## config.mk

```make
export PLATFORM = sky130hd
export DESIGN_NAME = light_event_schedule_table_unit
export DESIGN_NICKNAME = d
export VERILOG_FILES = /design/src/lest_pkg.sv /design/src/light_event_schedule_table_unit.sv
export SDC_FILE = /design/constraint.sdc
export NUM_CORES = 1
export LEC_CHECK = 0
export BUFFER_PORTS_ARGS = -buffer_cell sky130_fd_sc_hd__buf_4
export CAP_MARGIN = 10
export CORE_ASPECT_RATIO = 0.6
export CORE_UTILIZATION = 30
export DETAILED_ROUTE_END_ITERATION = 10
export SLEW_MARGIN = 20
export SYNTH_ARGS = -nofsm -noshare
export SYNTH_HDL_FRONTEND = slang
export SYNTH_SLANG_ARGS = --single-unit
```

## constraint.sdc

```tcl
create_clock -name clk_i -period 13.7 [get_ports clk_i]
set_input_delay 1.37 -clock clk_i [delete_from_list [all_inputs] [get_ports clk_i]]
set_output_delay 1.37 -clock clk_i [all_outputs]
set_load 0.02 [all_outputs]
```

## src/lest_pkg.sv

```systemverilog
// Shared types, codes and helpers for the light event schedule table.
`timescale 1ns / 1ps

package lest_pkg;

  localparam int unsigned EventsDefault = 32;
  localparam int unsigned LightsDefault = 32;

  // input kinds
  localparam logic [2:0] KIND_ON     = 3'd0;
  localparam logic [2:0] KIND_OFF    = 3'd1;
  localparam logic [2:0] KIND_REMOVE = 3'd2;
  localparam logic [2:0] KIND_RANDOM = 3'd3;
  localparam logic [2:0] KIND_TICK   = 3'd4;

  // status codes
  localparam logic [1:0] STAT_OK    = 2'd0;
  localparam logic [1:0] STAT_RANGE = 2'd1;
  localparam logic [1:0] STAT_FULL  = 2'd2;

  // day codes beyond single days
  localparam logic [3:0] DAY_EVERY   = 4'd7;
  localparam logic [3:0] DAY_WEEKDAY = 4'd8;
  localparam logic [3:0] DAY_WEEKEND = 4'd9;

  localparam int unsigned InWidth  = 40;
  localparam int unsigned OutWidth = 16;

  typedef struct packed {
    logic [7:0]  light;
    logic [3:0]  day;
    logic [11:0] minute;   // two's complement
    logic        turn_on;
  } entry_t;

  typedef enum logic [2:0] {
    ST_IDLE = 3'b001,
    ST_SCAN = 3'b010,
    ST_DONE = 3'b100
  } state_e;

  function automatic logic day_covers(input logic [3:0] day, input logic [2:0] today);
    logic hit;
    hit = 1'b0;
    if (day == DAY_EVERY) hit = 1'b1;
    if (day == {1'b0, today}) hit = 1'b1;
    if (day == DAY_WEEKEND && (today == 3'd0 || today == 3'd6)) hit = 1'b1;
    if (day == DAY_WEEKDAY && today >= 3'd1 && today <= 3'd5) hit = 1'b1;
    return hit;
  endfunction

endpackage

```

## src/light_event_schedule_table_unit.sv

```systemverilog
// Top level: event table with a scan sequencer that reads one slot per cycle unless stalled.
//
//  channel  | dir | tdata / tuser / tlast
//  ---------+-----+---------------------------------------------------------
//  s_axis   | in  | tuser: kind; tdata: light_id, day_code, minute,
//           |     |   random_offset, today
//  m_axis   | out | tdata: is_command, status, cmd_light, cmd_on; tlast: last
//
// A full scan reads one table slot from the entry memory per cycle while the output
// does not stall it, checks each slot with the shared compare unit and then puts its
// final result in the output register; no new item is taken until the unit is idle.
// Schedule stops at the first free slot; an out-of-range light skips the scan.
// Unused kinds are dropped in ST_IDLE and give no result. A stalled output freezes
// the scan while a second command of a tick waits. Reset empties the table at once.
`timescale 1ns / 1ps

module light_event_schedule_table_unit
  import lest_pkg::*;
#(
  parameter int unsigned EVENTS = EventsDefault,
  parameter int unsigned LIGHTS = LightsDefault
) (
  input  logic                clk_i,
  input  logic                rst_ni,
  input  logic                s_axis_tvalid_i,
  output logic                s_axis_tready_o,
  // [7:0] light_id, [11:8] day_code, [22:12] minute, [29:23] random_offset,
  // [32:30] today, rest zero
  input  logic [InWidth-1:0]  s_axis_tdata_i,
  // [2:0] kind
  input  logic [2:0]          s_axis_tuser_i,
  output logic                m_axis_tvalid_o,
  input  logic                m_axis_tready_i,
  // [0] is_command, [2:1] status, [10:3] cmd_light, [11] cmd_on, rest zero
  output logic [OutWidth-1:0] m_axis_tdata_o,
  output logic                m_axis_tlast_o
);

  localparam int unsigned AW = (EVENTS > 1) ? $clog2(EVENTS) : 1;
  localparam int unsigned IW = $clog2(EVENTS + 1);

  state_e state_q, state_d;

  // captured item
  logic [2:0]        kind_q;
  logic [7:0]        light_q;
  logic [3:0]        day_q;
  logic [10:0]       minute_q;
  logic signed [6:0] offset_q;
  logic [2:0]        today_q;
  logic [1:0]        status_q, status_d;

  // scan pipeline
  logic [IW-1:0]     idx_q, idx_d;
  logic [AW-1:0]     chk_q, chk_d;
  logic              pv_q, pv_d;
  logic              rd_en;
  entry_t            rd_q;

  logic [EVENTS-1:0] used_q, used_d;

  // pending tick command, emitted once the next one or the end is known
  logic              pend_v_q, pend_v_d;
  logic [7:0]        pend_light_q, pend_light_d;
  logic              pend_on_q, pend_on_d;

  // output register
  logic              out_valid_q, out_valid_d;
  logic              out_cmd_q, out_cmd_d;
  logic [1:0]        out_stat_q, out_stat_d;
  logic [7:0]        out_light_q, out_light_d;
  logic              out_on_q, out_on_d;
  logic              out_last_q, out_last_d;

  entry_t            mem_q [EVENTS];
  logic              we;
  logic [AW-1:0]     waddr;
  entry_t            wdata;

  logic              accept, out_free, used_chk, match, tick_hit, stall;
  logic [11:0]       key_minute;
  logic signed [12:0] sum;
  logic [11:0]       sat_minute;

  assign s_axis_tready_o = (state_q == ST_IDLE);
  assign accept          = s_axis_tvalid_i && s_axis_tready_o;
  assign out_free        = !out_valid_q || m_axis_tready_i;

  assign key_minute = {1'b0, minute_q};
  assign used_chk   = used_q[chk_q];
  assign match      = used_chk && rd_q.light == light_q && rd_q.day == day_q &&
                      rd_q.minute == key_minute;
  assign tick_hit   = used_chk && day_covers(rd_q.day, today_q) &&
                      rd_q.minute == key_minute;
  assign stall      = pv_q && kind_q == KIND_TICK && tick_hit && pend_v_q && !out_free;

  always_comb begin
    sum = $signed({rd_q.minute[11], rd_q.minute}) + 13'($signed(offset_q));
    if (sum > 13'sd2047) begin
      sat_minute = 12'h7FF;
    end else if (sum < -13'sd2048) begin
      sat_minute = 12'h800;
    end else begin
      sat_minute = sum[11:0];
    end
  end

  always_comb begin
    state_d      = state_q;
    status_d     = status_q;
    idx_d        = idx_q;
    chk_d        = chk_q;
    pv_d         = pv_q;
    rd_en        = 1'b0;
    used_d       = used_q;
    pend_v_d     = pend_v_q;
    pend_light_d = pend_light_q;
    pend_on_d    = pend_on_q;
    out_valid_d  = out_valid_q && !m_axis_tready_i;
    out_cmd_d    = out_cmd_q;
    out_stat_d   = out_stat_q;
    out_light_d  = out_light_q;
    out_on_d     = out_on_q;
    out_last_d   = out_last_q;
    we           = 1'b0;
    waddr        = chk_q;
    wdata        = rd_q;

    unique case (state_q)
      ST_IDLE: begin
        idx_d    = '0;
        pv_d     = 1'b0;
        pend_v_d = 1'b0;
        if (accept) begin
          case (s_axis_tuser_i) inside
            KIND_ON, KIND_OFF: begin
              if ({1'b0, s_axis_tdata_i[7:0]} >= 9'(LIGHTS)) begin
                status_d = STAT_RANGE;
                state_d  = ST_DONE;
              end else begin
                status_d = STAT_FULL;
                state_d  = ST_SCAN;
              end
            end
            KIND_REMOVE, KIND_RANDOM, KIND_TICK: begin
              status_d = STAT_OK;
              state_d  = ST_SCAN;
            end
            default: ;  // ignore unused kinds
          endcase
        end
      end

      ST_SCAN: begin
        if (!stall) begin
          // evaluate the slot fetched by the last issued read
          if (pv_q) begin
            case (kind_q) inside
              KIND_ON, KIND_OFF: begin
                if (!used_chk) begin
                  used_d[chk_q] = 1'b1;
                  we            = 1'b1;
                  wdata.light   = light_q;
                  wdata.day     = day_q;
                  wdata.minute  = key_minute;
                  wdata.turn_on = (kind_q == KIND_ON);
                  status_d      = STAT_OK;
                end
              end
              KIND_REMOVE: begin
                if (match) used_d[chk_q] = 1'b0;
              end
              KIND_RANDOM: begin
                if (match) begin
                  we           = 1'b1;
                  wdata.minute = sat_minute;
                end
              end
              default: begin
                if (tick_hit) begin
                  if (pend_v_q) begin
                    out_valid_d = 1'b1;
                    out_cmd_d   = 1'b1;
                    out_stat_d  = STAT_OK;
                    out_light_d = pend_light_q;
                    out_on_d    = pend_on_q;
                    out_last_d  = 1'b0;
                  end
                  pend_v_d     = 1'b1;
                  pend_light_d = rd_q.light;
                  pend_on_d    = rd_q.turn_on;
                end
              end
            endcase
          end
          // issue the next read, or close the scan
          if ((kind_q == KIND_ON || kind_q == KIND_OFF) && pv_q && !used_chk) begin
            pv_d    = 1'b0;
            state_d = ST_DONE;
          end else if (idx_q < IW'(EVENTS)) begin
            rd_en = 1'b1;
            pv_d  = 1'b1;
            chk_d = idx_q[AW-1:0];
            idx_d = idx_q + 1'b1;
          end else begin
            pv_d = 1'b0;
            if (!pv_q) state_d = ST_DONE;
          end
        end
      end

      ST_DONE: begin
        if (kind_q == KIND_TICK) begin
          if (!pend_v_q) begin
            state_d = ST_IDLE;
          end else if (out_free) begin
            out_valid_d = 1'b1;
            out_cmd_d   = 1'b1;
            out_stat_d  = STAT_OK;
            out_light_d = pend_light_q;
            out_on_d    = pend_on_q;
            out_last_d  = 1'b1;
            pend_v_d    = 1'b0;
            state_d     = ST_IDLE;
          end
        end else if (out_free) begin
          out_valid_d = 1'b1;
          out_cmd_d   = 1'b0;
          out_stat_d  = status_q;
          out_light_d = '0;
          out_on_d    = 1'b0;
          out_last_d  = 1'b1;
          state_d     = ST_IDLE;
        end
      end

      default: state_d = ST_IDLE;
    endcase
  end

  always_ff @(posedge clk_i or negedge rst_ni) begin
    if (!rst_ni) begin
      state_q     <= ST_IDLE;
      status_q    <= STAT_OK;
      idx_q       <= '0;
      chk_q       <= '0;
      pv_q        <= 1'b0;
      used_q      <= '0;
      pend_v_q    <= 1'b0;
      out_valid_q <= 1'b0;
    end else begin
      state_q     <= state_d;
      status_q    <= status_d;
      idx_q       <= idx_d;
      chk_q       <= chk_d;
      pv_q        <= pv_d;
      used_q      <= used_d;
      pend_v_q    <= pend_v_d;
      out_valid_q <= out_valid_d;
    end
  end

  always_ff @(posedge clk_i) begin
    if (accept) begin
      kind_q   <= s_axis_tuser_i;
      light_q  <= s_axis_tdata_i[7:0];
      day_q    <= s_axis_tdata_i[11:8];
      minute_q <= s_axis_tdata_i[22:12];
      offset_q <= $signed(s_axis_tdata_i[29:23]);
      today_q  <= s_axis_tdata_i[32:30];
    end
    pend_light_q <= pend_light_d;
    pend_on_q    <= pend_on_d;
    out_cmd_q    <= out_cmd_d;
    out_stat_q   <= out_stat_d;
    out_light_q  <= out_light_d;
    out_on_q     <= out_on_d;
    out_last_q   <= out_last_d;
  end

  // entry memory: one write port, one registered read port
  always_ff @(posedge clk_i) begin
    if (we) mem_q[waddr] <= wdata;
    if (rd_en) rd_q <= mem_q[idx_q[AW-1:0]];
  end

  assign m_axis_tvalid_o = out_valid_q;
  assign m_axis_tlast_o  = out_last_q;
  assign m_axis_tdata_o  = {{(OutWidth - 12){1'b0}}, out_on_q, out_light_q,
                            out_stat_q, out_cmd_q};

`ifndef ASSERT_OFF
  a_idle_no_scan: assert property (@(posedge clk_i) disable iff (!rst_ni)
    state_q == ST_IDLE |-> !pv_q && !pend_v_q)
    else $error("scan pipeline busy while idle");

  a_cmd_status_ok: assert property (@(posedge clk_i) disable iff (!rst_ni)
    out_valid_q && out_cmd_q |-> out_stat_q == STAT_OK)
    else $error("light command carries a nonzero status");

  a_range_skips_scan: assert property (@(posedge clk_i) disable iff (!rst_ni)
    accept && (s_axis_tuser_i == KIND_ON || s_axis_tuser_i == KIND_OFF) &&
    {1'b0, s_axis_tdata_i[7:0]} >= 9'(LIGHTS) |=> state_q == ST_DONE)
    else $error("out-of-range light entered the scan");

  a_scan_index_bound: assert property (@(posedge clk_i) disable iff (!rst_ni)
    pv_q |-> {1'b0, chk_q} < (AW + 1)'(EVENTS))
    else $error("scan checks a slot beyond the table");

  a_stall_holds_scan: assert property (@(posedge clk_i) disable iff (!rst_ni)
    state_q == ST_SCAN && stall |=> $stable(idx_q) && $stable(chk_q))
    else $error("scan advanced while a command was blocked");
`endif

endmodule
```

### Word-level counts from Yosys, hierarchy flattened

Memories as Yosys holds them, arrays and structs flattened. A register that Yosys moved wholly into a read port is not among the register bits.
Index checks and enable logic that the tools add are counted.
Widths: inputs -> output; s select.

* register bits after elaboration: 109
* RAM bits: 800
* input port bits: 47
* output and inout bits: 19
* logic and storage cells: 267
* memories: 1

Memory list
* mem_q: depth 32, width 25, read ports 1, clocked after Yosys merged registers in 1, wr ports 1, line light_event_schedule_table_unit.sv:75 `entry_t mem_q [EVENTS];`

* muxes and demuxes: 144
* equality and inequality tests: 38
* add/subtract/negate cells: 2
* bitwise logic cells: 8
* magnitude comparators: 8
* reduce and logical (&&, ||, !) cells: 45

Operator list (number)
* $mux 32: 4
* $mux 25: 4
* $mux 8: 11
* $mux 12: 7
* $mux 1: 72
* $mux 2: 19
* $mux 3: 11
* $and 32x32->32: 1
* $not 32->32: 1
* $or 32x32->32: 1
* $ne 2x2->1 const B: 13
* $mux 6: 3
* $logic_and 1x1->1: 17
* $pmux 8 s2: 1
* $eq 3x2->1 const B: 5
* $reduce_and 7->1: 2
* $add 12x7->13: 1
* $gt 13x12->1 const B: 1
* $lt 13x12->1 const B: 1
* $eq 12x11->1: 1
* $eq 3x3->1 const B: 4
* $pmux 6 s2: 1
* $pmux 1 s2: 5
* $reduce_and 10->1: 1
* 35 further kinds: 58

### Depth between registers and ports, before layout

Gate-level depths: netlist of the first run.

* word-level depth: 14
* depth in mapped cells: 11
* mapped depth without buffers: 9

### Worst setup path before layout of the first run

Ideal clock, no wire load.

* path kind: register -> register
* from: register rd_q[7] (netlist name)
* to: memory mem_q[10][0] (netlist name) (enable)
* period minus slack after synthesis: 4517 ps
* data required time: 13262 ps
* data arrival time: 4079 ps
* setup time: 438 ps
* cell stages (with the launch flop): 9
* path slack: 9183 ps
* path buffers: 1
* cells stage by stage: edfxtp_1 xor2_1 or4_4 or3_4 nor4_1 mux2i_1 nand2b_1 clkbuf_1 nor3_1

* word-level cells in the longest chain between the ends: 11
* elaborated cells on any way between the ends: 15
* those cells by class: 1 x eq/ne; 9 x mux; 5 x reduce/logical

RTL lines
* $eq 12x11->1 *: line light_event_schedule_table_unit.sv:92, light_event_schedule_table_unit.sv:94
* $logic_and 1x1->1: line light_event_schedule_table_unit.sv:91 `assign match = used_chk && rd_q.light == light_q && rd_q.day == day_q &&`
* $mux 1: line light_event_schedule_table_unit.sv:174 `if (match) begin`
* $mux 1 (3 in a row): line light_event_schedule_table_unit.sv:158 `case (kind_q) inside`
* $mux 1: line light_event_schedule_table_unit.sv:157 `if (pv_q) begin`
* $mux 1 *: line light_event_schedule_table_unit.sv:155 `if (!stall) begin`
* $mux 1 *: line light_event_schedule_table_unit.sv:129 `unique case (state_q)`
* $mux 1 *: line light_event_schedule_table_unit.sv:283 `if (we) mem_q[waddr] <= wdata;`
* $mux 1 (implied by the code) *: line light_event_schedule_table_unit.sv:283
* end, declared: line light_event_schedule_table_unit.sv:75

Mark *: on every way between the ends. The rest lies on a longest branch, timed or not.

### Worst setup path after layout of the first run

* from: register rd_q[7] (netlist name)
* to: memory mem_q[27][8] (netlist name) (enable)

* word-level cells in the longest chain between the ends: 11
* elaborated cells on any way between the ends: 15
* those cells by class: 1 x eq/ne; 9 x mux; 5 x reduce/logical

RTL lines (line)
* $eq 12x11->1 *: light_event_schedule_table_unit.sv:92, light_event_schedule_table_unit.sv:94
* $logic_and 1x1->1: light_event_schedule_table_unit.sv:91
* $mux 1: light_event_schedule_table_unit.sv:174
* $mux 1 (3 in a row): light_event_schedule_table_unit.sv:158
* $mux 1: light_event_schedule_table_unit.sv:157
* $mux 1 *: light_event_schedule_table_unit.sv:155
* $mux 1 *: light_event_schedule_table_unit.sv:129
* $mux 1 *: light_event_schedule_table_unit.sv:283
* $mux 1 (implied by the code) *: light_event_schedule_table_unit.sv:283

Marks and branches as above.

==> flow_summary.json, run 1 <==
{
  "run_status": "finished clean",
  "achievable-frequency_mhz": 196.2,
  "cts_root_buffer": "sky130_fd_sc_hd__clkbuf_16",
  "synthesis.area_per_instance_um2": 20.19,
  "core_region_area_um2": 124000,
  "routed_wirelength_mm": 83.38,
  "drt_pass1_iterations": 7,
  "place_worst_setup_slack_ns": 8.816,
  "final.min_clock_period_ns": 5.097,
  "layout.cells.most_common_list": "883 x sky130_fd_sc_hd__edfxtp_1, 252 x sky130_fd_sc_hd__mux4_2, 110 x sky130_fd_sc_hd__buf_4, 105 x sky130_fd_sc_hd__nand2_1, 79 x sky130_fd_sc_hd__clkbuf_16",
  "drv_cap": 0,
  "avgViaCountPerCell": 4.973,
  "antenna_violating_nets_post_route": 0,
  "final_hold_viol_count": 0,
  "clock_tree.htree_level_count": 3,
  "post_synthesis_instance_area_um2": 37470,
  "yosysSeqAreaShare": 0.7417,
  "ir_worst_vdd_uv": 150.9,
  "syn2layout_area_growth_pct": 13.95,
  "clock_tree.buffer_depth": 3,
  "power.leakage_nw": 13.23,
  "postSynth.topFlopCell": "sky130_fd_sc_hd__edfxtp_1",
  "place_congestion": 0.8583,
  "setup-tns-final_ns": 0,
  "fillCellCount": 11447,
  "fp.dieArea_um2": 126400,
  "critPathMaxFanout": 32,
  "layout_commonest_cell": "sky130_fd_sc_hd__edfxtp_1",
  "detail_route.wl_per_cell_um": 22.63,
  "final.period_utilization": 0.3721,
  "setup_viol_count_final": 0,
  "postLayoutCoreUtil": 0.3443,
  "setup.worst_path.class": "flip-flop to flip-flop",
  "cts_hold_repair.buffers": 0,
  "setup.worst_path.start_class": "flip-flop",
  "grt_setup_unrepaired": "no",
  "crit-reg2reg-launch": "rd_q[7]$_DFFE_PP_",
  "io_pins": 66,
  "startpoint": "rd_q[7]$_DFFE_PP_",
  "grt_first_pass_wirelength_mm": 122.8,
  "number_of_global_route_vias_before_repair": 18491,
  "insertedDiodeCount": 0,
  "global_route.overflow_total": 0,
  "ys_seq_elements": 934,
  "worst_hold_slack_ns": 0.4952,
  "end_kind": "flip-flop",
  "worstMarginPinSlew_ns": 1.022,
  "power.density_nw_per_um2": 178.2,
  "tightest_hold_check_type": "flip-flop to flip-flop",
  "timing.max_slew.rel_slack": 0.3184,
  "async_reset_ff_frac": 0.05460,
  "dieHeight_um": 275.8,
  "clock_buffer_count_from_cts": 77,
  "arrival_ns": 5.36,
  "netlist-cell-type-count": 68,
  "fraction_of_layout_cells_with_a_size_suffix_above_1": 0.2937,
  "cts_tree": "built",
  "yosys_warnings": 0,
  "port-buffer-count": 54,
  "placementRows": 100,
  "final_net_count": 2001,
  "timing.critical_path.required_ns": 13.96,
  "fp.dieW_um": 458.3,
  "numClockSinks": 934,
  "final_ws_setup_ns": 8.603,
  "grt_antenna_before_repair": 0,
  "gr-usage-all-layers": 0.1314,
  "drc_errors": 0,
  "syn-instance-count": 1856,
  "power.total_mw": 7.609,
  "synth_enable_flop_cells": 883,
  "clk_latency_ns": 0.65,
  "grt_start_max_net_pins": 104,
  "max_slew_violations": 0,
  "route.vias.total": 18325,
  "clock_skew_ns": 0.02713,
  "initial_utilization": 0.3022,
  "post_cts_buffers": 0,
  "place_hpwl_mm": 48.96,
  "ctsResizeCount": 0,
  "clk_pin_slew_ns": 0.07,
  "drt_iter0_markers": 2028
}
state kept, by name, indices dropped and copies added, names as in the netlist, 4 cells and up, named ones only:
signal / flops
idx_q: 6
minute_q: 11
mem_q: 800
light_q: 8
out_light_q: 8
rd_q: 25
offset_q: 7
pend_light_q: 8
chk_q: 5
day_q: 4
metal layers:
layer  vias up  track usage  wire length [µm]
li1       7784            -                 -
met1      9840       0.2002             39260
met2       602       0.1926             36720
met3        99      0.02601              6069
met4         0      0.02958              1335
met5         -            0                 0
stage by stage:
stage / cells / instance area [µm²]
2_1_floorplan: 1859 / 37480
3_3_place_gp: 3543 / 40230
3_5_place_dp: 3543 / 40230
4_1_cts: 3684 / 42660
5_1_grt: 3685 / 42700
6_report: 3685 / 42700
worst max-delay path, cell delays in order (launching register included):
cell and delay (ns):
sky130_fd_sc_hd__edfxtp_1 0.45, sky130_fd_sc_hd__xor2_1 0.20, sky130_fd_sc_hd__or4_4 0.58, sky130_fd_sc_hd__or3_4 0.44, sky130_fd_sc_hd__nor4_1 0.78, sky130_fd_sc_hd__mux2i_1 0.54
sky130_fd_sc_hd__nand2b_2 0.80, sky130_fd_sc_hd__nor3_2 0.37, sky130_fd_sc_hd__buf_4 0.55
area by class of cell:
type	instances	area (µm²)	area share
Clock buffer	96	2041	0.04779
Clock inverter	45	389.1	0.009114
Inverter	17	66.31	0.001553
Multi-Input combinational cell	798	9437	0.2210
Sequential cell	934	27800	0.6511
Tap cell	1683	2106	0.04932
Timing Repair Buffer	112	857.1	0.02007
report_power, final:
part,switching (mW),leakage (nW),total (mW),internal [mW]
combinational,1.02,3.39,1.78,0.761
clock,1.02,1.19,2.18,1.17
sequential,0.147,8.65,3.64,3.50
total,2.19,13.2,7.61,5.42
worst paths after layout:
check / slack, ns / cells after the start / endpoint
worst min register to register: 0.50 / 1 / flip-flop
min in group asynchronous: 0.76 / 1 / async pin
worst min-delay path: 0.50 / 1 / flip-flop
max in group asynchronous: 12.41 / 1 / idx_q[1]$_DFFE_PN0P_
worst max register to register: 8.60 / 8 / mem_q[27][8]$_DFFE_PP_
worst max-delay path: 8.60 / 8 / mem_q[27][8]$_DFFE_PP_
synthesized netlist by cell type, drive strengths merged (7+ instances only):
master  count  area share
nand3      43      0.0057
nand2b      8      0.0013
a21oi      19      0.0025
buf        35      0.0044
nor3       39      0.0052
and2        7      0.0012
xnor2      27      0.0063
mux4      252        0.15
o21ai      32      0.0043
mux2       50       0.015
a22oi       8      0.0016
nor2       53      0.0054
ha         13      0.0043
dfrtp      50       0.033
nand4       8      0.0013
nand2     105       0.011
mux2i      14      0.0037
o221ai     11      0.0026
edfxtp    883        0.71
clkbuf     75      0.0075
inv        16      0.0016
nor2b      14      0.0023
nor4        7      0.0016
cells by family (layout without fill, tap and decap cells):
family,after synthesis,after routing,synth area share
xor+xnor,33,33,0.007714
other cells,1,4,0.0001001
buf+inv,127,270,0.01362
mux,316,316,0.1702
flops,934,934,0.7417
fa+ha+maj,14,14,0.004875
compound gates,117,117,0.02060
simple gates,314,314,0.04111
Note: power is estimated with default switching activity, not from simulation.
==> run 2: changes to the inputs <==
- clock period: 13.7 -> 4.45 ns (I/O delays scaled with it)
==> run 2 against run 1 <==
Compared with the run above:
- final cell count up 2.1%
- critical path depth shrank 1
- combinational power rose to 3.3 times the previous value
- critical path type unchanged
- largest power group unchanged
==> flow_summary.json, run 2 (synthesis results as in run 1) <==
{
  "timing.critical_path.required_ns": 4.81,
  "dieHeight_um": 275.8,
  "number_of_global_route_vias_before_repair": 18913,
  "ctsResizeCount": 0,
  "grt_first_pass_wirelength_mm": 127.5,
  "final_hold_viol_count": 0,
  "post_layout_nonfiller_instances": 3762,
  "arrival_ns": 4.35,
  "core_region_area_um2": 124000,
  "initial_utilization": 0.3022,
  "drt_iter0_markers": 2037,
  "timing.max_slew.rel_slack": 0.3107,
  "setup.worst_path.class": "flip-flop to flip-flop",
  "final.period_utilization": 0.8964,
  "clock_skew_ns": 0.02542,
  "final_design_area_no_fill_um2": 43980,
  "worst_path_max_delay_cell": "sky130_fd_sc_hd__dfrtp_1",
  "layout_commonest_cell": "sky130_fd_sc_hd__edfxtp_1",
  "dpl-instance-area_um2": 41010,
  "cts_tree": "built",
  "worstMarginPinSlew_ns": 1.034,
  "worstReg2RegEnd": "mem_q[8][18]$_DFFE_PP_",
  "run_status": "finished clean",
  "clk_latency_ns": 0.66,
  "route.vias.total": 18825,
  "fp.dieArea_um2": 126400,
  "power.total_mw": 24.04,
  "numClockSinks": 934,
  "grt_setup_unrepaired": "no",
  "clock_tree.buffer_depth": 3,
  "avgViaCountPerCell": 5.004,
  "rrSetupSlack_ns": 0.46,
  "achievable-frequency_mhz": 250.7,
  "max_slew_violations": 0,
  "crit-reg2reg-launch": "chk_q[1]$_DFFE_PN0P_",
  "final.min_clock_period_ns": 3.989,
  "drt_pass1_iterations": 6,
  "placed_cells_incl_taps": 3577,
  "largest_register_ffs": 800,
  "fp.dieW_um": 458.3,
  "grt_antenna_before_repair": 2,
  "critPathMaxFanout": 32,
  "layout.cells.most_common_list": "883 x sky130_fd_sc_hd__edfxtp_1, 252 x sky130_fd_sc_hd__mux4_2, 105 x sky130_fd_sc_hd__nand2_1, 102 x sky130_fd_sc_hd__buf_4, 82 x sky130_fd_sc_hd__clkbuf_16",
  "ir_worst_vdd_uv": 346.8,
  "gr-usage-all-layers": 0.1367,
  "clock_tree.htree_level_count": 3,
  "tightest_hold_check_type": "input port to flip-flop",
  "grt_start_max_net_pins": 81,
  "path_common_cell": "sky130_fd_sc_hd__buf_4",
  "cp_cell_sequence": "buf_4, mux2i_1, o22ai_1, o31ai_1, nand4_1, buf_4, mux2_2",
  "sequential_cell_area_um2": 27800,
  "setup_viol_count_final": 0,
  "fillCellCount": 11327,
  "regMostFlops": "mem_q",
  "clock_buffer_count_from_cts": 80,
  "end_kind": "flip-flop",
  "multi_input_comb_area_um2": 9414,
  "setup-tns-final_ns": 0,
  "min_path_cells": 4,
  "power.leakage_nw": 13.75,
  "startpoint_of_the_most_critical_hold_path": "s_axis_tvalid_i",
  "clk_pin_slew_ns": 0.07,
  "placementRows": 100,
  "r2r.worst_path.cells": 7,
  "power.density_nw_per_um2": 546.6,
  "cts_root_buffer": "sky130_fd_sc_hd__clkbuf_16",
  "detail_route.wl_per_cell_um": 23.15,
  "place_congestion": 0.8262,
  "port-buffer-count": 54,
  "antenna_violating_nets_post_route": 0,
  "syn2layout_area_growth_pct": 17.39,
  "drc_errors": 0,
  "global_route.overflow_total": 0,
  "drv_cap": 0,
  "min_delay_worst_endpoint": "state_q[0]$_DFFE_PN1P_",
  "io_pins": 66,
  "routed_wirelength_mm": 87.08,
  "crit_path_max_incr_delay_ns": 0.82,
  "setup.worst_path.start_class": "flip-flop",
  "largest_registers": "mem_q x800, rd_q x25, minute_q x11",
  "final_net_count": 2075,
  "place_hpwl_mm": 51.56,
  "fraction_of_layout_cells_with_a_size_suffix_above_1": 0.3008
}
## run 2: changes by cell type in the layout (fill, tap and decap cells not counted), moves of 2 or more
cell | before | now
sky130_fd_sc_hd__buf_12 | 1 | 43
sky130_fd_sc_hd__dlygate4sd3_1 | 0 | 37
sky130_fd_sc_hd__buf_4 | 110 | 102
sky130_fd_sc_hd__clkinv_1 | 12 | 17
sky130_fd_sc_hd__inv_6 | 6 | 1
sky130_fd_sc_hd__clkbuf_1 | 17 | 13
sky130_fd_sc_hd__clkinv_8 | 0 | 4
sky130_fd_sc_hd__clkbuf_16 | 79 | 82
sky130_fd_sc_hd__clkinv_2 | 17 | 14
sky130_fd_sc_hd__clkbuf_8 | 0 | 2
sky130_fd_sc_hd__clkinvlp_4 | 3 | 5
sky130_fd_sc_hd__o221ai_2 | 6 | 8
sky130_fd_sc_hd__o221ai_4 | 2 | 0
## run 2: how the worst max path moves through the flow
stage,from,endpoint,slack (ns),depth (start not counted)
6_report,chk_q[1]$_DFFE_PN0P_,mem_q[8][18]$_DFFE_PP_,0.46,7
5_1_grt,chk_q[1]$_DFFE_PN0P_,mem_q[4][22]$_DFFE_PP_,0.24,7
4_1_cts,chk_q[1]$_DFFE_PN0P_,mem_q[12][0]$_DFFE_PP_,0.49,6
3_5_place_dp,chk_q[1]$_DFFE_PN0P_,mem_q[14][0]$_DFFE_PP_,0.47,6
3_3_place_gp,chk_q[1]$_DFFE_PN0P_,mem_q[12][0]$_DFFE_PP_,0.64,6
2_1_floorplan,rd_q[7]$_DFFE_PP_,mem_q[10][0]$_DFFE_PP_,-0.07,8
## run 2: through the flow
step,setup slack (ns),util,hold WS (ns)
finish,0.4611,0.3547,0.1330
global route,0.2443,0.3547,0.1152
floorplan,-0.06733,-,0.1494
global placement,0.6437,0.3307,0.4589
detailed placement,0.4735,0.3307,0.4799
CTS,0.4941,0.3546,0.09034
## run 2: final cells by class
class | instances | share of cell area
sequential | 934 | 0.6321
inverter | 17 | 0.001508
antenna | 1 | 0.00005689
tap | 1683 | 0.04788
clock inverter | 49 | 0.01033
timing repair buffer | 183 | 0.04574
clock buffer | 97 | 0.04839
multi-input combinational | 798 | 0.2140
## run 2: where the power goes
| group | switching (mW) | internal [mW] |
|---|---|---|
| logic | 3.28 | 2.57 |
| registers | 0.417 | 10.8 |
| clock network | 3.22 | 3.79 |
| total | 6.92 | 17.1 |
## run 2: repair_timing
| action | in CTS | in global routing |
|---|---|---|
| buffers inserted | 0 | 0 |
| hold endpoints to repair | 86 | 0 |
| hold buffers | 37 | 0 |
## run 2: critical path, delay by kind of cell, from the launching register on
kind            cells  cell delay, ns
compound gates      2            0.69
buf+inv             2            0.67
flops               1            0.82
mux                 2            0.96
simple gates        1            0.52
## run 2: per-layer routing
metal,vias to the layer above,GRT usage,share of wire
li1,7957,-,-
met5,-,0,0
met3,94,0.02805,0.073
met1,10070,0.2121,0.48
met4,0,0.02905,0.014
met2,704,0.1957,0.43
